`src/design/luhn_pkg.sv`:
```
// Shared constants, types and helper functions for the Luhn card number check.
// Used by every module of the block; depends on nothing else.
`default_nettype none

package luhn_pkg;

   localparam int BIN_WIDTH          = 63;
   localparam int DD_STEPS           = 4;
   localparam int DD_STAGES          = (BIN_WIDTH + DD_STEPS - 1) / DD_STEPS;
   localparam int BIN_PAD_WIDTH      = DD_STAGES * DD_STEPS;
   localparam int DEC_DIGITS         = 19;
   localparam int BCD_WIDTH          = DEC_DIGITS * 4;
   localparam int SCORE_STAGES       = 4;
   localparam int LATENCY            = DD_STAGES + SCORE_STAGES;
   localparam int DEFAULT_MAX_DIGITS = 19;
   localparam int SUM_WIDTH          = 8;
   localparam int COUNT_WIDTH        = 5;
   localparam int LEAD_WIDTH         = 7;
   localparam int BRAND_WIDTH        = 2;
   localparam int GROUP_SIZE         = 5;

   typedef logic [3:0]             digit_type;
   typedef logic [SUM_WIDTH-1:0]   sum_type;
   typedef logic [COUNT_WIDTH-1:0] count_type;
   typedef logic [LEAD_WIDTH-1:0]  lead_type;
   typedef logic [BRAND_WIDTH-1:0] brand_type;

   localparam brand_type BRAND_NONE  = 2'd0;
   localparam brand_type BRAND_PFX34 = 2'd1;
   localparam brand_type BRAND_PFX5X = 2'd2;
   localparam brand_type BRAND_PFX4  = 2'd3;

   function automatic digit_type fold_double(input digit_type d);
      logic [4:0] twice;
      digit_type  r;
      twice = {d, 1'b0};
      if (d > 4'd4) begin
         r = 4'(twice - 5'd9);
      end else begin
         r = twice[3:0];
      end
      return r;
   endfunction

   function automatic digit_type rem_ten(input sum_type s);
      sum_type r;
      r = s;
      if (r >= 8'd160) begin
         r = r - 8'd160;
      end
      if (r >= 8'd80) begin
         r = r - 8'd80;
      end
      if (r >= 8'd40) begin
         r = r - 8'd40;
      end
      if (r >= 8'd20) begin
         r = r - 8'd20;
      end
      if (r >= 8'd10) begin
         r = r - 8'd10;
      end
      return r[3:0];
   endfunction

   function automatic lead_type times_ten_plus(input digit_type hi, input digit_type lo);
      lead_type r;
      r = LEAD_WIDTH'({hi, 3'b000}) + LEAD_WIDTH'({hi, 1'b0}) + LEAD_WIDTH'(lo);
      return r;
   endfunction

endpackage

`default_nettype wire

```
`src/design/luhn_card_number_check.sv`:
```
// Top level of the Luhn card number check: the BCD conversion pipeline
// followed by the scoring stages. Depends on luhn_pkg, luhn_dabble, luhn_score.
//
// Usage:
// A transaction is accepted at a rising edge where start is high and busy is
// low. busy is always low: the pipeline takes a new card number every cycle.
// The card number is converted to decimal in 16 shift-and-add-three stages of
// four bits each, then weighted, summed and checked in four more stages.
// rsp_strobe is high for exactly one cycle per transaction, once it has left
// the conversion and scoring stages, with rsp_luhn_ok, rsp_digit_count,
// rsp_leading_digits and rsp_card_brand valid in that cycle. Results leave in
// the order the transactions were accepted, one per cycle at most.
// Each result passes the conversion depth (16 stages), then the four scoring
// stages; throughput is one transaction per cycle.
// The receiver cannot stall the block, so results are never held back.
// Reset clears every valid bit in the pipeline; transactions in flight are
// dropped and no strobe appears until new work enters.
`default_nettype none

module luhn_card_number_check #(
   parameter int MAX_DIGITS = luhn_pkg::DEFAULT_MAX_DIGITS
) (
   input  wire logic                           clock,
   input  wire logic                           reset,
   input  wire logic                           start,
   output logic                                busy,
   input  wire logic [luhn_pkg::BIN_WIDTH-1:0] req_card_number,
   output logic                                rsp_strobe,
   output logic                                rsp_luhn_ok,
   output luhn_pkg::count_type                 rsp_digit_count,
   output luhn_pkg::lead_type                  rsp_leading_digits,
   output luhn_pkg::brand_type                 rsp_card_brand
);

   logic                               dd_valid [luhn_pkg::DD_STAGES+1];
   logic [luhn_pkg::BIN_PAD_WIDTH-1:0] dd_bin   [luhn_pkg::DD_STAGES+1];
   logic [luhn_pkg::BCD_WIDTH-1:0]     dd_bcd   [luhn_pkg::DD_STAGES+1];

   assign busy        = 1'b0;
   assign dd_valid[0] = start & ~busy;
   assign dd_bin[0]   = luhn_pkg::BIN_PAD_WIDTH'(req_card_number);
   assign dd_bcd[0]   = '0;

   for (genvar k = 0; k < luhn_pkg::DD_STAGES; k++) begin : g_dabble
      luhn_dabble u_dabble (
         .clock     (clock),
         .reset     (reset),
         .in_valid  (dd_valid[k]),
         .in_bin    (dd_bin[k]),
         .in_bcd    (dd_bcd[k]),
         .out_valid (dd_valid[k+1]),
         .out_bin   (dd_bin[k+1]),
         .out_bcd   (dd_bcd[k+1])
      );
   end

   luhn_score #(
      .MAX_DIGITS (MAX_DIGITS)
   ) u_score (
      .clock              (clock),
      .reset              (reset),
      .in_valid           (dd_valid[luhn_pkg::DD_STAGES]),
      .in_bcd             (dd_bcd[luhn_pkg::DD_STAGES]),
      .out_valid          (rsp_strobe),
      .out_luhn_ok        (rsp_luhn_ok),
      .out_digit_count    (rsp_digit_count),
      .out_leading_digits (rsp_leading_digits),
      .out_card_brand     (rsp_card_brand)
   );

endmodule

`default_nettype wire

```
`src/design/luhn_dabble.sv`:
```
// One pipeline stage of the binary to BCD conversion (shift and add three).
// Each stage handles a fixed number of input bits; depends on luhn_pkg.
`default_nettype none

module luhn_dabble (
   input  wire logic                               clock,
   input  wire logic                               reset,
   input  wire logic                               in_valid,
   input  wire logic [luhn_pkg::BIN_PAD_WIDTH-1:0] in_bin,
   input  wire logic [luhn_pkg::BCD_WIDTH-1:0]     in_bcd,
   output logic                                    out_valid,
   output logic      [luhn_pkg::BIN_PAD_WIDTH-1:0] out_bin,
   output logic      [luhn_pkg::BCD_WIDTH-1:0]     out_bcd
);

   logic                               valid_ff;
   logic [luhn_pkg::BIN_PAD_WIDTH-1:0] bin_ff;
   logic [luhn_pkg::BIN_PAD_WIDTH-1:0] bin_in;
   logic [luhn_pkg::BCD_WIDTH-1:0]     bcd_ff;
   logic [luhn_pkg::BCD_WIDTH-1:0]     bcd_in;

   always_comb begin
      bin_in = in_bin;
      bcd_in = in_bcd;
      for (int s = 0; s < luhn_pkg::DD_STEPS; s++) begin
         for (int j = 0; j < luhn_pkg::DEC_DIGITS; j++) begin
            if (bcd_in[4*j +: 4] >= 4'd5) begin
               bcd_in[4*j +: 4] = bcd_in[4*j +: 4] + 4'd3;
            end
         end
         bcd_in = {bcd_in[luhn_pkg::BCD_WIDTH-2:0], bin_in[luhn_pkg::BIN_PAD_WIDTH-1]};
         bin_in = {bin_in[luhn_pkg::BIN_PAD_WIDTH-2:0], 1'b0};
      end
   end

   always_ff @(posedge clock) begin
      if (reset) begin
         valid_ff <= 1'b0;
      end else begin
         valid_ff <= in_valid;
      end
      bin_ff <= bin_in;
      bcd_ff <= bcd_in;
   end

   assign out_valid = valid_ff;
   assign out_bin   = bin_ff;
   assign out_bcd   = bcd_ff;

endmodule

`default_nettype wire

```
`src/design/luhn_score.sv`:
```
// Four-stage back end: digit weighting and count, partial sums and leading
// digits, total sum, then the mod ten check and brand code. Depends on luhn_pkg.
`default_nettype none

module luhn_score #(
   parameter int MAX_DIGITS = luhn_pkg::DEFAULT_MAX_DIGITS
) (
   input  wire logic                           clock,
   input  wire logic                           reset,
   input  wire logic                           in_valid,
   input  wire logic [luhn_pkg::BCD_WIDTH-1:0] in_bcd,
   output logic                                out_valid,
   output logic                                out_luhn_ok,
   output luhn_pkg::count_type                 out_digit_count,
   output luhn_pkg::lead_type                  out_leading_digits,
   output luhn_pkg::brand_type                 out_card_brand
);

   localparam int GROUPS = (MAX_DIGITS + luhn_pkg::GROUP_SIZE - 1) / luhn_pkg::GROUP_SIZE;

   logic                 valid_a_ff;
   luhn_pkg::digit_type  dig_a_ff [MAX_DIGITS];
   luhn_pkg::digit_type  wgt_a_in [MAX_DIGITS];
   luhn_pkg::digit_type  wgt_a_ff [MAX_DIGITS];
   luhn_pkg::count_type  cnt_a_in;
   luhn_pkg::count_type  cnt_a_ff;

   logic                 valid_b_ff;
   luhn_pkg::sum_type    grp_b_in [GROUPS];
   luhn_pkg::sum_type    grp_b_ff [GROUPS];
   luhn_pkg::lead_type   lead_b_in;
   luhn_pkg::lead_type   lead_b_ff;
   luhn_pkg::count_type  cnt_b_ff;

   logic                 valid_c_ff;
   luhn_pkg::sum_type    sum_c_in;
   luhn_pkg::sum_type    sum_c_ff;
   luhn_pkg::lead_type   lead_c_ff;
   luhn_pkg::count_type  cnt_c_ff;

   logic                 valid_d_ff;
   logic                 ok_d_in;
   logic                 ok_d_ff;
   luhn_pkg::brand_type  brand_d_in;
   luhn_pkg::brand_type  brand_d_ff;
   luhn_pkg::lead_type   lead_d_ff;
   luhn_pkg::count_type  cnt_d_ff;

   // Digits above MAX_DIGITS are never weighted; they only saturate the count.
   always_comb begin
      cnt_a_in = '0;
      for (int i = 0; i < MAX_DIGITS; i++) begin
         if ((i % 2) == 1) begin
            wgt_a_in[i] = luhn_pkg::fold_double(in_bcd[4*i +: 4]);
         end else begin
            wgt_a_in[i] = in_bcd[4*i +: 4];
         end
      end
      for (int i = 0; i < luhn_pkg::DEC_DIGITS; i++) begin
         if (in_bcd[4*i +: 4] != 4'd0) begin
            if (i < MAX_DIGITS) begin
               cnt_a_in = luhn_pkg::COUNT_WIDTH'(i + 1);
            end else begin
               cnt_a_in = luhn_pkg::COUNT_WIDTH'(MAX_DIGITS);
            end
         end
      end
   end

   always_comb begin
      for (int g = 0; g < GROUPS; g++) begin
         grp_b_in[g] = '0;
         for (int k = 0; k < luhn_pkg::GROUP_SIZE; k++) begin
            if (g * luhn_pkg::GROUP_SIZE + k < MAX_DIGITS) begin
               grp_b_in[g] = grp_b_in[g] +
                  luhn_pkg::SUM_WIDTH'(wgt_a_ff[g * luhn_pkg::GROUP_SIZE + k]);
            end
         end
      end
      lead_b_in = '0;
      if (cnt_a_ff == luhn_pkg::COUNT_WIDTH'(1)) begin
         lead_b_in = luhn_pkg::LEAD_WIDTH'(dig_a_ff[0]);
      end
      for (int i = 1; i < MAX_DIGITS; i++) begin
         if (cnt_a_ff == luhn_pkg::COUNT_WIDTH'(i + 1)) begin
            lead_b_in = luhn_pkg::times_ten_plus(dig_a_ff[i], dig_a_ff[i-1]);
         end
      end
   end

   always_comb begin
      sum_c_in = '0;
      for (int g = 0; g < GROUPS; g++) begin
         sum_c_in = sum_c_in + grp_b_ff[g];
      end
   end

   always_comb begin
      ok_d_in    = (luhn_pkg::rem_ten(sum_c_ff) == 4'd0);
      brand_d_in = luhn_pkg::BRAND_NONE;
      if (ok_d_in) begin
         if (cnt_c_ff == luhn_pkg::COUNT_WIDTH'(15) &&
             (lead_c_ff == 7'd34 || lead_c_ff == 7'd37)) begin
            brand_d_in = luhn_pkg::BRAND_PFX34;
         end else if (cnt_c_ff == luhn_pkg::COUNT_WIDTH'(16) &&
                      lead_c_ff >= 7'd51 && lead_c_ff <= 7'd55) begin
            brand_d_in = luhn_pkg::BRAND_PFX5X;
         end else if ((cnt_c_ff == luhn_pkg::COUNT_WIDTH'(13) ||
                       cnt_c_ff == luhn_pkg::COUNT_WIDTH'(16)) &&
                      lead_c_ff >= 7'd40 && lead_c_ff <= 7'd49) begin
            brand_d_in = luhn_pkg::BRAND_PFX4;
         end
      end
   end

   always_ff @(posedge clock) begin
      if (reset) begin
         valid_a_ff <= 1'b0;
         valid_b_ff <= 1'b0;
         valid_c_ff <= 1'b0;
         valid_d_ff <= 1'b0;
      end else begin
         valid_a_ff <= in_valid;
         valid_b_ff <= valid_a_ff;
         valid_c_ff <= valid_b_ff;
         valid_d_ff <= valid_c_ff;
      end
      for (int i = 0; i < MAX_DIGITS; i++) begin
         dig_a_ff[i] <= in_bcd[4*i +: 4];
         wgt_a_ff[i] <= wgt_a_in[i];
      end
      cnt_a_ff <= cnt_a_in;
      for (int g = 0; g < GROUPS; g++) begin
         grp_b_ff[g] <= grp_b_in[g];
      end
      lead_b_ff  <= lead_b_in;
      cnt_b_ff   <= cnt_a_ff;
      sum_c_ff   <= sum_c_in;
      lead_c_ff  <= lead_b_ff;
      cnt_c_ff   <= cnt_b_ff;
      ok_d_ff    <= ok_d_in;
      brand_d_ff <= brand_d_in;
      lead_d_ff  <= lead_c_ff;
      cnt_d_ff   <= cnt_c_ff;
   end

   assign out_valid          = valid_d_ff;
   assign out_luhn_ok        = ok_d_ff;
   assign out_digit_count    = cnt_d_ff;
   assign out_leading_digits = lead_d_ff;
   assign out_card_brand     = brand_d_ff;

endmodule

`default_nettype wire

```
`config.mk`:
```
export PLATFORM = sky130hd
export DESIGN_NAME = luhn_card_number_check
export DESIGN_NICKNAME = d
export VERILOG_FILES = /design/src/design/luhn_pkg.sv /design/src/design/luhn_card_number_check.sv /design/src/design/luhn_dabble.sv /design/src/design/luhn_score.sv
export SDC_FILE = /design/constraint.sdc
export NUM_CORES = 2
export LEC_CHECK = 0
export BUFFER_PORTS_ARGS = -buffer_cell sky130_fd_sc_hd__buf_4
export CORE_AREA = 2 2 511 361
export DETAILED_ROUTE_END_ITERATION = 8
export DIE_AREA = 0 0 513 363
export PLACE_DENSITY = 0.78
export SLEW_MARGIN = 20
export SYNTH_ARGS = -nofsm -noshare
export SYNTH_HDL_FRONTEND = slang
export SYNTH_SLANG_ARGS = --single-unit
```
`constraint.sdc`:
```
create_clock -name clock -period 4.7 [get_ports clock]
set_input_delay 0.705 -clock clock [delete_from_list [all_inputs] [get_ports clock]]
set_output_delay 0.705 -clock clock [all_outputs]
set_load 0.02 [all_outputs]
```
==> metrics.cfg <==
[status]
outcome = completed

[layout]
finalCoreUtilization_pct = 65.74
drive_above_1_share_pct = 12.70
mostFrequentLayoutCell = inv_1
area_delta_synth_final_pct = 11.73
n_antenna_cell = 0
final_cell_mix = inv_1 (1541), ha_1 (1440), dfxtp_1 (1318)
layout.nets = 14280

[sta]
relSlewSlack_pct = 26.19
finalHoldViolations = 0
slew_violations = 0
tightest_slew_ns = 1.097
setup_viol = 0
post-route-min-period_ns = 4.613
max_freq_ghz = 0.2168
worst_slack_ns = 0.08686
period_share_pct = 98.15
rsz0062_at_grt = true
skew_ns = 0.05360

[worst_setup_path]
crit_required_ns = 5.40
critPathKind = register to register
arrival_ns = 5.31
worst-r2r-setup-slack_ns = 0.09
cp_max_fo = 6
r2r-end = g_dabble[11].u_dabble.out_bcd[30]
reg2reg_from = g_dabble[10].u_dabble.out_bcd[24]
r2r_cells = 20
crit_path_end_kind = register
cp-start-kind = register

[clock_network]
cts_buffers = 153
cts_buffer_depth = 4
clock_latency_ns = 0.80
htree_levels = 4
numClockSinks = 1375
cts-root-buf = clkbuf_16
clk_pin_slew_ns = 0.06
cts_tree = built

[floorplanning]
coreArea_sq_um = 181100
initial_core_util_pct = 58.84
dieHeight_microns = 363
fp-row-count = 131
dieWidth_microns = 513
fp.dieArea_sq_um = 186200
boundaryPins = 83

[detailed_routing]
detail_route.iter0.violations = 4714
wirelength_microns = 231600
viasPerCell = 5.631
wl_met1_microns = 108000
routedWlPerCell_microns = 15.26
drtPass1Iterations = 6
top_layer = met4
drtAntennaViolNets = 0
vias = 85440
drc = 0
met3_length_microns = 8509
wl_met2_microns = 111600

[synth]
synth_top_area_cell = dfxtp_1
yosys.area.top_type_share_pct = 25.83
synth.area.top_cells = dfxtp_1 (26%), ha_1 (17%), mux2i_1 (6.8%)
syn_area_sq_um = 106600
synth-seq-cells = 1375
synth_cell_types = 111
seq_area_frac_synth_pct = 25.83
synthFlopType = dfxtp_1
synth_edf_count = 0
syn-mean-instance-area_sq_um = 8.657
ys_async_sr_fraction_pct = 0
yosys_warnings = 0
syn_inst = 12310
syn_nets = 13920

[grt]
overflow = 0
grt_util_all_layers_pct = 23.74
first_global_vias = 84570
grt_first_pass_wirelength_microns = 387000
grt_max_degree = 24
antenna_found_initial = 2

[placed_design]
gp_congestion = 0.9077
port_buffers = 81
dp_hpwl_microns = 178100
dp_slack_ns = -0.5255

[min_path]
hold_end = g_dabble[0].u_dabble.out_bin[36]
min_path_type = input port to register
whs_path_depth = 1
min_from = req_card_number[32]

[run]
maxCapViolCount = 0

## repair_timing
| item | in CTS | in global routing |
|---|---|---|
| hold endpoints to repair | 60 | 0 |
| endpoints found under the setup margin | 17 | 265 |
| pin swaps | 5 | 123 |
| setup buffers | 5 | 80 |
| gates resized for setup | 18 | 505 |
| hold buffers | 60 | 0 |
## state kept, by name (all words and copies together) (netlist names), 2 cells and up
name	count
u_score.grp_b_ff	27
u_score.lead_b_ff	7
u_score.out_card_brand	2
u_score.cnt_c_ff	5
u_score.cnt_a_ff	5
u_score.dig_a_ff	40
u_score.cnt_b_ff	5
g_dabble.u_dabble.out_bin	480
u_score.out_digit_count	5
u_score.out_leading_digits	7
g_dabble.u_dabble.out_valid	16
u_score.sum_c_ff	8
u_score.lead_c_ff	7
u_score.wgt_a_ff	72
g_dabble.u_dabble.out_bcd	684
## worst max-delay path, cell delays in order (launching register included)
cell      delay [ns]
dfxtp_4         0.37
inv_1           0.05
ha_1            0.23
and2b_2         0.24
or3_1           0.33
nand2_1         0.10
inv_1           0.08
ha_1            0.23
nor2b_1         0.16
a2111o_1        0.39
o211a_1         0.18
xnor2_2         0.27
ha_2            0.25
nor2b_2         0.18
o21ai_1         0.13
xor2_1          0.34
inv_1           0.13
ha_2            0.22
nor2b_1         0.15
o21ai_2         0.18
mux2_4          0.32
## cell type report
class / instances / area, sq um
sequential: 1375 / 27620
fill: 14090 / 62060
clock inverter: 65 / 794.5
inverter: 1560 / 5856
multi-input combinational: 9245 / 74820
clock buffer: 201 / 4323
timing repair buffer: 333 / 2650
tap: 2394 / 2995
## cell usage after synthesis, types with 97 or more instances
cell type / instances
a21o_1: 236
nor3b_1: 131
nand2b_1: 461
dfxtp_1: 1375
a31oi_1: 136
o21ai_1: 181
a2bb2oi_1: 97
inv_1: 1548
xnor2_1: 448
xor2_1: 158
nor2_1: 732
and2b_1: 100
o21ai_0: 508
nor2b_1: 391
ha_1: 1462
nand2_1: 720
a21oi_1: 508
o21bai_1: 145
a211oi_1: 145
o31ai_1: 126
mux2i_1: 726
nor3_1: 203
mux2_2: 368
## worst max-delay path by stage
stage / from / endpoint / slack (ns) / cells past startpoint
floorplan: g_dabble[1].u_dabble.out_bcd[4] / g_dabble[2].u_dabble.out_bcd[6] / 0.14 / 22
global placement: g_dabble[1].u_dabble.out_bcd[1] / g_dabble[2].u_dabble.out_bcd[6] / -0.45 / 22
detailed placement: g_dabble[1].u_dabble.out_bcd[1] / g_dabble[2].u_dabble.out_bcd[6] / -0.53 / 23
CTS: g_dabble[1].u_dabble.out_bcd[5] / g_dabble[2].u_dabble.out_bcd[6] / -0.0003 / 23
global route: g_dabble[4].u_dabble.out_bcd[9] / g_dabble[5].u_dabble.out_bcd[10] / -0.14 / 21
finish: g_dabble[10].u_dabble.out_bcd[24] / g_dabble[11].u_dabble.out_bcd[30] / 0.09 / 20
## metal layers
layer | up-vias | global-route usage, %
li1 | 43260 | -
met1 | 40560 | 30.78
met2 | 1344 | 42.42
met3 | 275 | 2.721
met4 | 0 | 4.660
met5 | - | 0
## through the flow
stage,setup TNS [ns],std cells,area (sq um),hold slack [ns]
finish,0,15170,119100,0.05564
global route,-1.921,15170,119100,0.02099
CTS,-0.0003428,15090,116300,0.006030
detailed placement,-1.949,14760,110400,0.3121
global placement,-1.488,14760,110400,0.3096
floorplan,0,12310,106600,0.3096
## cell families (layout without fill, tap and decap cells)
group	after synthesis	in the layout	share of synthesized area, %
flip-flops	1375	1375	25.83
XOR/XNOR	606	606	4.981
other	1	1	0.003519
AO/OA/AOI/OAI	2834	2834	18.07
buffers and inverters	1690	2159	6.017
adder cells (fa/ha/maj)	1544	1544	18.71
AND/OR/NAND/NOR	3138	3138	15.34
multiplexers	1122	1122	11.06
Power is not shown: default switching activity piles up to over one toggle a cycle in this logic, so the estimate is an artifact.
